**src/hw/rtl/tce_pkg.sv**
```systemverilog
// Shared types and constants for the token count estimator.
package tce_pkg;

  // Run state kept between bytes
  typedef enum logic [2:0] {
    RUN_IDLE  = 3'd0,
    RUN_SPACE = 3'd1,
    RUN_WORD  = 3'd2,
    RUN_NUM   = 3'd3,
    RUN_OP1   = 3'd4,
    RUN_OP2   = 3'd5
  } run_class_t;

  // Operator set codes
  localparam logic [1:0] OPSET_BASIC  = 2'd0;
  localparam logic [1:0] OPSET_INCDEC = 2'd1;
  localparam logic [1:0] OPSET_ASSIGN = 2'd2;
  // Spare code, decodes as the compound-assignment set
  localparam logic [1:0] OPSET_SPARE  = 2'd3;

  // Register indexes
  localparam logic REG_OPERATOR_SET = 1'b0;
  localparam logic REG_HEX_LETTERS  = 1'b1;

  localparam logic [31:0] MAX_TOTAL = 32'hFFFF_FFFF;

  // Character codes
  localparam logic [7:0] CH_LF    = 8'h0A;
  localparam logic [7:0] CH_CR    = 8'h0D;
  localparam logic [7:0] CH_SP    = 8'h20;
  localparam logic [7:0] CH_TAB   = 8'h09;
  localparam logic [7:0] CH_VT    = 8'h0B;
  localparam logic [7:0] CH_FF    = 8'h0C;
  localparam logic [7:0] CH_BANG  = 8'h21;
  localparam logic [7:0] CH_TILDE = 8'h7E;
  localparam logic [7:0] CH_AMP   = 8'h26;
  localparam logic [7:0] CH_STAR  = 8'h2A;
  localparam logic [7:0] CH_PLUS  = 8'h2B;
  localparam logic [7:0] CH_MINUS = 8'h2D;
  localparam logic [7:0] CH_DOT   = 8'h2E;
  localparam logic [7:0] CH_SLASH = 8'h2F;
  localparam logic [7:0] CH_0     = 8'h30;
  localparam logic [7:0] CH_9     = 8'h39;
  localparam logic [7:0] CH_COLON = 8'h3A;
  localparam logic [7:0] CH_LT    = 8'h3C;
  localparam logic [7:0] CH_EQ    = 8'h3D;
  localparam logic [7:0] CH_GT    = 8'h3E;
  localparam logic [7:0] CH_UA    = 8'h41;
  localparam logic [7:0] CH_UE    = 8'h45;
  localparam logic [7:0] CH_UF    = 8'h46;
  localparam logic [7:0] CH_UX    = 8'h58;
  localparam logic [7:0] CH_UZ    = 8'h5A;
  localparam logic [7:0] CH_UNDER = 8'h5F;
  localparam logic [7:0] CH_LA    = 8'h61;
  localparam logic [7:0] CH_LE    = 8'h65;
  localparam logic [7:0] CH_LF_   = 8'h66;
  localparam logic [7:0] CH_LX    = 8'h78;
  localparam logic [7:0] CH_LZ    = 8'h7A;
  localparam logic [7:0] CH_PIPE  = 8'h7C;

  // Byte class flags from the classifier
  typedef struct packed {
    logic newline;
    logic space;
    logic letter;
    logic digit;
    logic punct;
    logic number;
    logic is_eq;
    logic op_pair;
  } byte_class_t;

endpackage

```
**src/hw/rtl/tce_classify.sv**
```systemverilog
// Byte classifier and two-byte operator match.
module tce_classify import tce_pkg::*; (
  input  logic [7:0]  text_byte,
  input  logic [7:0]  held_punct,
  input  logic [1:0]  operator_set,
  input  logic        hex_letters,
  output byte_class_t cls
);

  logic lower, upper, digit, letter, hex_letter;
  logic base_op, incdec_op, assign_op, op_pair;

  // Sort the byte
  always_comb begin
    lower      = (text_byte >= CH_LA) && (text_byte <= CH_LZ);
    upper      = (text_byte >= CH_UA) && (text_byte <= CH_UZ);
    digit      = (text_byte >= CH_0) && (text_byte <= CH_9);
    letter     = lower || upper || (text_byte == CH_UNDER) || text_byte[7];
    hex_letter = ((text_byte >= CH_LA) && (text_byte <= CH_LF_)) ||
                 ((text_byte >= CH_UA) && (text_byte <= CH_UF));

    cls.newline = (text_byte == CH_LF) || (text_byte == CH_CR);
    cls.space   = (text_byte == CH_SP) || (text_byte == CH_TAB) ||
                  (text_byte == CH_VT) || (text_byte == CH_FF);
    cls.letter  = letter;
    cls.digit   = digit;
    cls.punct   = (text_byte >= CH_BANG) && (text_byte <= CH_TILDE) && !letter && !digit;
    cls.number  = digit || (text_byte == CH_DOT) || (text_byte == CH_LE) ||
                  (text_byte == CH_UE) || (text_byte == CH_PLUS) ||
                  (text_byte == CH_MINUS) || (text_byte == CH_LX) ||
                  (text_byte == CH_UX) || (hex_letters && hex_letter);
    cls.is_eq   = (text_byte == CH_EQ);
    cls.op_pair = op_pair;
  end

  // Match the held byte and this byte against the operator list
  always_comb begin
    base_op = ((held_punct == CH_EQ)    && (text_byte == CH_EQ))    ||
              ((held_punct == CH_BANG)  && (text_byte == CH_EQ))    ||
              ((held_punct == CH_LT)    && (text_byte == CH_EQ))    ||
              ((held_punct == CH_GT)    && (text_byte == CH_EQ))    ||
              ((held_punct == CH_AMP)   && (text_byte == CH_AMP))   ||
              ((held_punct == CH_PIPE)  && (text_byte == CH_PIPE))  ||
              ((held_punct == CH_EQ)    && (text_byte == CH_GT))    ||
              ((held_punct == CH_MINUS) && (text_byte == CH_GT))    ||
              ((held_punct == CH_COLON) && (text_byte == CH_COLON));
    incdec_op = (operator_set >= OPSET_INCDEC) &&
                (((held_punct == CH_PLUS) && (text_byte == CH_PLUS)) ||
                 ((held_punct == CH_MINUS) && (text_byte == CH_MINUS)));
    assign_op = (operator_set >= OPSET_ASSIGN) && (text_byte == CH_EQ) &&
                ((held_punct == CH_PLUS) || (held_punct == CH_MINUS) ||
                 (held_punct == CH_STAR) || (held_punct == CH_SLASH));
    op_pair = base_op || incdec_op || assign_op;
  end

endmodule

```
**src/hw/rtl/token_count_estimator.sv**
```systemverilog
// Top level of the token count estimator: run tracking, total and result register.
// The total is registered and appears on the master side in the cycle after the last byte is taken.
// Throughput: one byte per cycle while s_tready is high; the run update and total increment are combinational.
// The slave side stalls only while a finished total waits and the master side stalls.
// Reset (rst, synchronous) clears run state and total, empties the result register,
// and sets operator_set to 2 and hex_letters_in_number to 1.
module token_count_estimator import tce_pkg::*; (
  input  logic        clk,
  input  logic        rst,
  // Slave side
  input  logic        s_tvalid,
  output logic        s_tready,
  input  logic [7:0]  s_tdata,   // [7:0] text_byte
  input  logic        s_tlast,   // end_of_text
  // Master side
  output logic        m_tvalid,
  input  logic        m_tready,
  output logic [31:0] m_tdata,   // [31:0] token_total
  output logic [0:0]  m_tuser,   // [0] total_saturated
  // Configuration
  input  logic        psel,
  input  logic        penable,
  input  logic        pwrite,
  input  logic [2:0]  paddr,
  input  logic [31:0] pwdata,
  output logic [31:0] prdata,
  output logic        pready
);

  logic [1:0]  operator_set;
  logic        hex_letters;

  run_class_t  run_class, run_class_next;
  logic [1:0]  run_phase, run_phase_next;
  logic [7:0]  held_punct, held_punct_next;
  logic [31:0] running_total, running_total_next;
  logic        count_now;
  logic        accept;

  byte_class_t cls;

  assign pready   = 1'b1;
  assign s_tready = !m_tvalid || m_tready;
  assign accept   = s_tvalid && s_tready;

  // Configuration registers
  always_ff @(posedge clk) begin
    if (rst) begin
      operator_set <= OPSET_ASSIGN;
      hex_letters  <= 1'b1;
    end else if (psel && penable && pwrite) begin
      case (paddr[2])
        REG_OPERATOR_SET: operator_set <= pwdata[1:0];
        REG_HEX_LETTERS:  hex_letters  <= pwdata[0];
        default: ;
      endcase
    end
  end

  // Register readback
  always_comb begin
    case (paddr[2])
      REG_OPERATOR_SET: prdata = {30'd0, operator_set};
      REG_HEX_LETTERS:  prdata = {31'd0, hex_letters};
      default:          prdata = 32'd0;
    endcase
  end

  tce_classify u_classify (
    .text_byte    (s_tdata),
    .held_punct   (held_punct),
    .operator_set (operator_set),
    .hex_letters  (hex_letters),
    .cls          (cls)
  );

  // Advance the run for one byte
  always_comb begin
    logic start;
    start           = 1'b0;
    count_now       = 1'b0;
    run_class_next  = run_class;
    run_phase_next  = run_phase;
    held_punct_next = held_punct;

    case (run_class)
      RUN_SPACE: start = !cls.space;
      RUN_WORD: begin
        if (cls.letter || cls.digit) begin
          count_now      = (run_phase == 2'd0);
          run_phase_next = run_phase + 2'd1;
        end else begin
          start = 1'b1;
        end
      end
      RUN_NUM: begin
        if (cls.number) begin
          count_now      = (run_phase == 2'd0);
          run_phase_next = (run_phase >= 2'd2) ? 2'd0 : run_phase + 2'd1;
        end else begin
          start = 1'b1;
        end
      end
      RUN_OP1: begin
        if (cls.op_pair) run_class_next = RUN_OP2;
        else start = 1'b1;
      end
      RUN_OP2: begin
        if (cls.is_eq) run_class_next = RUN_IDLE;
        else start = 1'b1;
      end
      default: start = 1'b1;
    endcase

    // Open a new run on this byte
    if (start) begin
      count_now = 1'b1;
      if (cls.space) begin
        run_class_next = RUN_SPACE;
      end else if (cls.newline) begin
        run_class_next = RUN_IDLE;
      end else if (cls.letter) begin
        run_class_next = RUN_WORD;
        run_phase_next = 2'd1;
      end else if (cls.digit) begin
        run_class_next = RUN_NUM;
        run_phase_next = 2'd1;
      end else if (cls.punct) begin
        run_class_next  = RUN_OP1;
        held_punct_next = s_tdata;
      end else begin
        run_class_next = RUN_IDLE;
      end
    end

    // Saturating increment
    running_total_next = running_total;
    if (count_now && (running_total != MAX_TOTAL)) begin
      running_total_next = running_total + 32'd1;
    end
  end

  // Hold run state; clear it after the last byte
  always_ff @(posedge clk) begin
    if (rst) begin
      run_class     <= RUN_IDLE;
      run_phase     <= 2'd0;
      held_punct    <= 8'd0;
      running_total <= 32'd0;
    end else if (accept) begin
      if (s_tlast) begin
        run_class     <= RUN_IDLE;
        run_phase     <= 2'd0;
        held_punct    <= 8'd0;
        running_total <= 32'd0;
      end else begin
        run_class     <= run_class_next;
        run_phase     <= run_phase_next;
        held_punct    <= held_punct_next;
        running_total <= running_total_next;
      end
    end
  end

  // Result register valid
  always_ff @(posedge clk) begin
    if (rst) begin
      m_tvalid <= 1'b0;
    end else if (accept && s_tlast) begin
      m_tvalid <= 1'b1;
    end else if (m_tready) begin
      m_tvalid <= 1'b0;
    end
  end

  // Result register payload
  always_ff @(posedge clk) begin
    if (accept && s_tlast) begin
      m_tdata    <= running_total_next;
      m_tuser[0] <= (running_total_next == MAX_TOTAL);
    end
  end

  // Checks
  a_last_gives_result: assert property (@(posedge clk) disable iff (rst)
    (accept && s_tlast) |=> m_tvalid)
    else $error("no result after last byte");

  a_sat_flag_matches: assert property (@(posedge clk) disable iff (rst)
    m_tvalid |-> (m_tuser[0] == (m_tdata == MAX_TOTAL)))
    else $error("saturation flag disagrees with total");

  a_cleared_after_last: assert property (@(posedge clk) disable iff (rst)
    (accept && s_tlast) |=> (running_total == 32'd0 && run_class == RUN_IDLE))
    else $error("run state not cleared after last byte");

  a_total_monotonic: assert property (@(posedge clk) disable iff (rst)
    (accept && !s_tlast) |=> (running_total >= $past(running_total)))
    else $error("running total went down");

endmodule
```
**config.mk**
```make
export PLATFORM = sky130hd
export DESIGN_NAME = token_count_estimator
export DESIGN_NICKNAME = d
export VERILOG_FILES = /design/src/hw/rtl/tce_pkg.sv /design/src/hw/rtl/tce_classify.sv /design/src/hw/rtl/token_count_estimator.sv
export SDC_FILE = /design/constraint.sdc
export NUM_CORES = 1
export LEC_CHECK = 0
export ABC_AREA = 1
export BUFFER_PORTS_ARGS = -buffer_cell sky130_fd_sc_hd__buf_2
export CAP_MARGIN = 20
export CORE_UTILIZATION = 31
export CTS_CLUSTER_SIZE = 24
export DETAILED_ROUTE_END_ITERATION = 8
export PLACE_DENSITY = 0.59
export SETUP_SLACK_MARGIN = 0.1
export SLEW_MARGIN = 25
export SYNTH_ARGS = -nofsm -noshare
export SYNTH_HDL_FRONTEND = slang
export SYNTH_SLANG_ARGS = --single-unit
```
**constraint.sdc**
```tcl
create_clock -name clk -period 3.7 [get_ports clk]
set_input_delay 0.74 -clock clk [delete_from_list [all_inputs] [get_ports clk]]
set_output_delay 0.74 -clock clk [all_outputs]
set_load 0.005 [all_outputs]
```
==> impl_summary.txt <==
----------------------------------------------------
[Synthesis]
  Share of synthesized area occupied by flip-flops and latches ... 36.0%
  Cell area after technology mapping ... 5470 um^2
  Largest area contributor in the synthesized netlist ... sky130_fd_sc_hd__nand2_1
  Yosys Warn Count ... 0
  Post-synth EDFFs ... 33
  Cell types with the largest area share after synthesis ... sky130_fd_sc_hd__nand2_1 (19%), sky130_fd_sc_hd__edfxtp_1 (18%), sky130_fd_sc_hd__dfxtp_1 (18%)
  Top cell type's share of synthesized area ... 18.8%
  Share of synthesized flip-flops with an asynchronous set or reset ... 0%
  #FFs+latches synth ... 82
  Cell count after synthesis ... 845
  Number of unique standard cell types used by synthesis ... 36
  Top post-synthesis cells by count ... sky130_fd_sc_hd__nand2_1 (274), sky130_fd_sc_hd__inv_1 (116), sky130_fd_sc_hd__nor2_1 (93)
  Synthesized area divided by synthesized cell count ... 6.48 um^2
  Most instantiated flip-flop cell in the synthesis netlist ... sky130_fd_sc_hd__dfxtp_1
  Count leader, synth ... sky130_fd_sc_hd__nand2_1

[Clocking]
  Clock Latency Late Sink ... 0.36 ns
  Post-CTS Hold Buffers ... 0
  Number of buffers created by CTS ... 9
  Max Root-Sink Buffers ... 2
  Clock transition at the registers of the reported paths ... 0.07 ns
  Number of cells upsized or downsized after cts ... 0
  TritonCTS clock tree ... built
  H-tree level count ... 3
  Clk Tree Root Cell ... sky130_fd_sc_hd__clkbuf_16
  Post-CTS repair timing setup buffer count ... 0
  # clock sinks ... 82

[Power]
  Register share of total power ... 43.7%
  Cell area power density ... 377 nW/um^2
  Clock power share ... 42.6%
  Total power ... 2320 uW
  Peak VDD IR ... 0.208 mV
  Net switching power of the design ... 624 uW
  Net switching share of the total power ... 26.9%
  Total internal power ... 1700 uW
  Share of total power in combinational logic ... 13.7%
  Leak ... 0.00272 uW

[GRT]
  Global routing usage summed across all routing layers ... 15.4%
  Number of antenna violations at the first check in global routing ... 0
  Global-route wire length before repair ... 22100 um
  Number of global-route vias before repair ... 4489
  Largest net degree at the start of global routing ... 36
  Congestion Overflow GR ... 0

[Place]
  Global placement routability congestion ... 0.918
  Worst setup slack after placement ... 0.322 ns
  Placed wire-length estimate ... 10100 um
  Input/output buffers ... 55

[Floorplanning]
  Die outline height ... 135 um
  Area of the die ... 18200 um^2
  Initial cell density of the core ... 31.6%
  Area of the core ... 17300 um^2
  Width of the die ... 135 um
  Number of placed I/O pins ... 119
  Number of rows in the core area ... 48

[Route]
  Length of the first detailed-routing pass in iterations ... 5
  Routed length per placed instance ... 12.1 um
  Vias after detailed routing ... 5096
  Via-per-instance ratio ... 4.55
  Number of DRC markers after the initial detailed-route iteration ... 359
  Post-route DRC violation count ... 0
  Antenna violation net count after detailed routing ... 0
  Detailed-route wire length ... 13600 um

[Job]
  Maximum capacitance violations ... 0

[Worst setup path]
  Path depth of the worst reg2reg path ... 17
  Data required time of the worst path ... 3.91 ns
  Crit Path Category ... flop to flop
  Max Fanout on Critical Path ... 34
  Reg-to-Reg End ... m_tuser
  Arrival time of data at the critical path endpoint ... 3.29 ns
  Setup crit end kind ... flop
  Minimum setup slack among reg-to-reg paths ... 0.62 ns
  Source of the worst register-to-register timing path ... running_total[1]
  Critical path startpoint category ... flop

[Status]
  Outcome ... finished, final reports clean

[Hold path]
  Worst hold endpoint ... run_class[1]
  Worst Hold Depth ... 2
  Worst min path class ... flop to flop
  Hold Startpoint ... run_class[1]

[Layout]
  Antenna cells ... 0
  Final design utilization ... 35.6%
  Area added between synthesis and finish ... 12.5%
  Fraction of final layout cells sized beyond drive strength 1 ... 10.4%
  Number of nets in the finished design ... 943

[Timing]
  Setup Total Neg Slack ... 0 ns
  Final setup margin ... 0.620 ns
  Final count of hold timing violations ... 0
  Max-slew violation count ... 0
  Final setup fails ... 0
  Final critical delay including setup and external delays ... 3.08 ns
  Max transition margin ... 59.0%
  Maximum clock frequency ... 325 MHz
  Transition time of the tightest slew-check pin ... 0.615 ns
  Worst setup skew after layout ... 0.0114 ns
  Crit share post-route ... 83.3%
  Unrepaired setup endpoints after global routing ... false
  Worst Hold Margin ... 0.471 ns

----------------------------------------------------
==> kinds of logic after synthesis <==
kind of cell / Yosys count / synth area share, %
flops: 82 / 36.0
fa+ha+maj: 3 / 0.686
xor+xnor: 27 / 4.32
simple gates: 462 / 34.9
other cells: 2 / 0.137
buf+inv: 182 / 15.2
compound gates: 87 / 8.75
==> placed cells by master, fill, tap and decap left out, types with 2 or more instances in the layout <==
cell / n
sky130_fd_sc_hd__nand2_1: 274
sky130_fd_sc_hd__nor3b_1: 2
sky130_fd_sc_hd__inv_2: 9
sky130_fd_sc_hd__xor2_1: 26
sky130_fd_sc_hd__dfxtp_1: 49
sky130_fd_sc_hd__o21bai_1: 2
sky130_fd_sc_hd__nor3_1: 19
sky130_fd_sc_hd__buf_2: 55
sky130_fd_sc_hd__o211ai_1: 4
sky130_fd_sc_hd__a21oi_1: 52
sky130_fd_sc_hd__ha_1: 3
sky130_fd_sc_hd__edfxtp_1: 33
sky130_fd_sc_hd__bufinv_16: 2
sky130_fd_sc_hd__o21ai_1: 3
sky130_fd_sc_hd__buf_4: 5
sky130_fd_sc_hd__o21ai_0: 16
sky130_fd_sc_hd__o311ai_0: 2
sky130_fd_sc_hd__conb_1: 31
sky130_fd_sc_hd__a211oi_1: 6
sky130_fd_sc_hd__clkbuf_16: 9
sky130_fd_sc_hd__nand3_1: 45
sky130_fd_sc_hd__inv_1: 116
sky130_fd_sc_hd__nor2_1: 91
sky130_fd_sc_hd__nor2_2: 4
sky130_fd_sc_hd__nor4_1: 7
sky130_fd_sc_hd__nand4_1: 14
==> worst max-delay path by stage <==
| stage | from | endpoint | slack (ns) |
|---|---|---|---|
| finish | running_total[1] | m_tuser | 0.62 |
| global route | running_total[0] | m_tuser | 0.28 |
| CTS | running_total[1] | m_tuser | 0.66 |
| detailed placement | s_tdata[0] | m_tuser | 0.32 |
| global placement | s_tdata[0] | m_tuser | 0.36 |
| floorplan | m_tready | m_tdata[0] | 0.53 |
==> state kept, by name, indices dropped and copies added, names as in the netlist <==
signal / flops
operator_set: 2
m_tvalid: 1
hex_letters: 1
running_total: 32
run_class: 3
held_punct: 8
run_phase: 2
m_tuser: 1
m_tdata: 32
==> layer usage <==
metal  GRT usage (%)  up-vias  wire length (um)
met4            5.56        0               201
met5               0        -                 0
met2            23.0      120              5690
li1                -     2683                 -
met1            22.0     2275              7040
met3            2.97       18               616
==> power groups by stage <==
stage               clock, uW  sequential, uW  combinational (uW)
floorplan                   0            1030                 252
global placement            0            1030                 315
detailed placement          0            1030                 317
CTS                      1020            1010                 319
global route             1050            1020                 367
finish                    991            1010                 318
==> through the flow <==
stage | std cells | area (um^2)
detailed placement | 1103 | 5830
global placement | 1103 | 5830
floorplan | 874 | 5580
CTS | 1119 | 6160
finish | 1119 | 6160
global route | 1119 | 6160
==> critical path, stage by stage (launching register included) <==
cell                      delay (ns)
sky130_fd_sc_hd__dfxtp_1        0.39
sky130_fd_sc_hd__ha_1           0.27
sky130_fd_sc_hd__nand3_1        0.17
sky130_fd_sc_hd__inv_1          0.16
sky130_fd_sc_hd__nand3_1        0.13
sky130_fd_sc_hd__inv_1          0.13
sky130_fd_sc_hd__nand3_1        0.08
sky130_fd_sc_hd__nor2_1         0.15
sky130_fd_sc_hd__inv_2          0.19
sky130_fd_sc_hd__nand2_4        0.35
sky130_fd_sc_hd__inv_2          0.19
sky130_fd_sc_hd__nand2_1        0.11
sky130_fd_sc_hd__nand2_1        0.07
sky130_fd_sc_hd__nor2_1         0.08
sky130_fd_sc_hd__nand2_1        0.06
sky130_fd_sc_hd__nor2_1         0.18
sky130_fd_sc_hd__nand2_1        0.08
sky130_fd_sc_hd__nor2_1         0.13
==> area by class of cell <==
cell class | count | area [um^2]
clock buffer | 11 | 243
clock inverter | 5 | 85.1
fill | 1928 | 11100
inverter | 126 | 473
multi-input combinational | 610 | 2790
sequential | 82 | 1970
tap | 225 | 282
timing repair buffer | 60 | 313
Note: power is estimated with default switching activity, not from simulation.
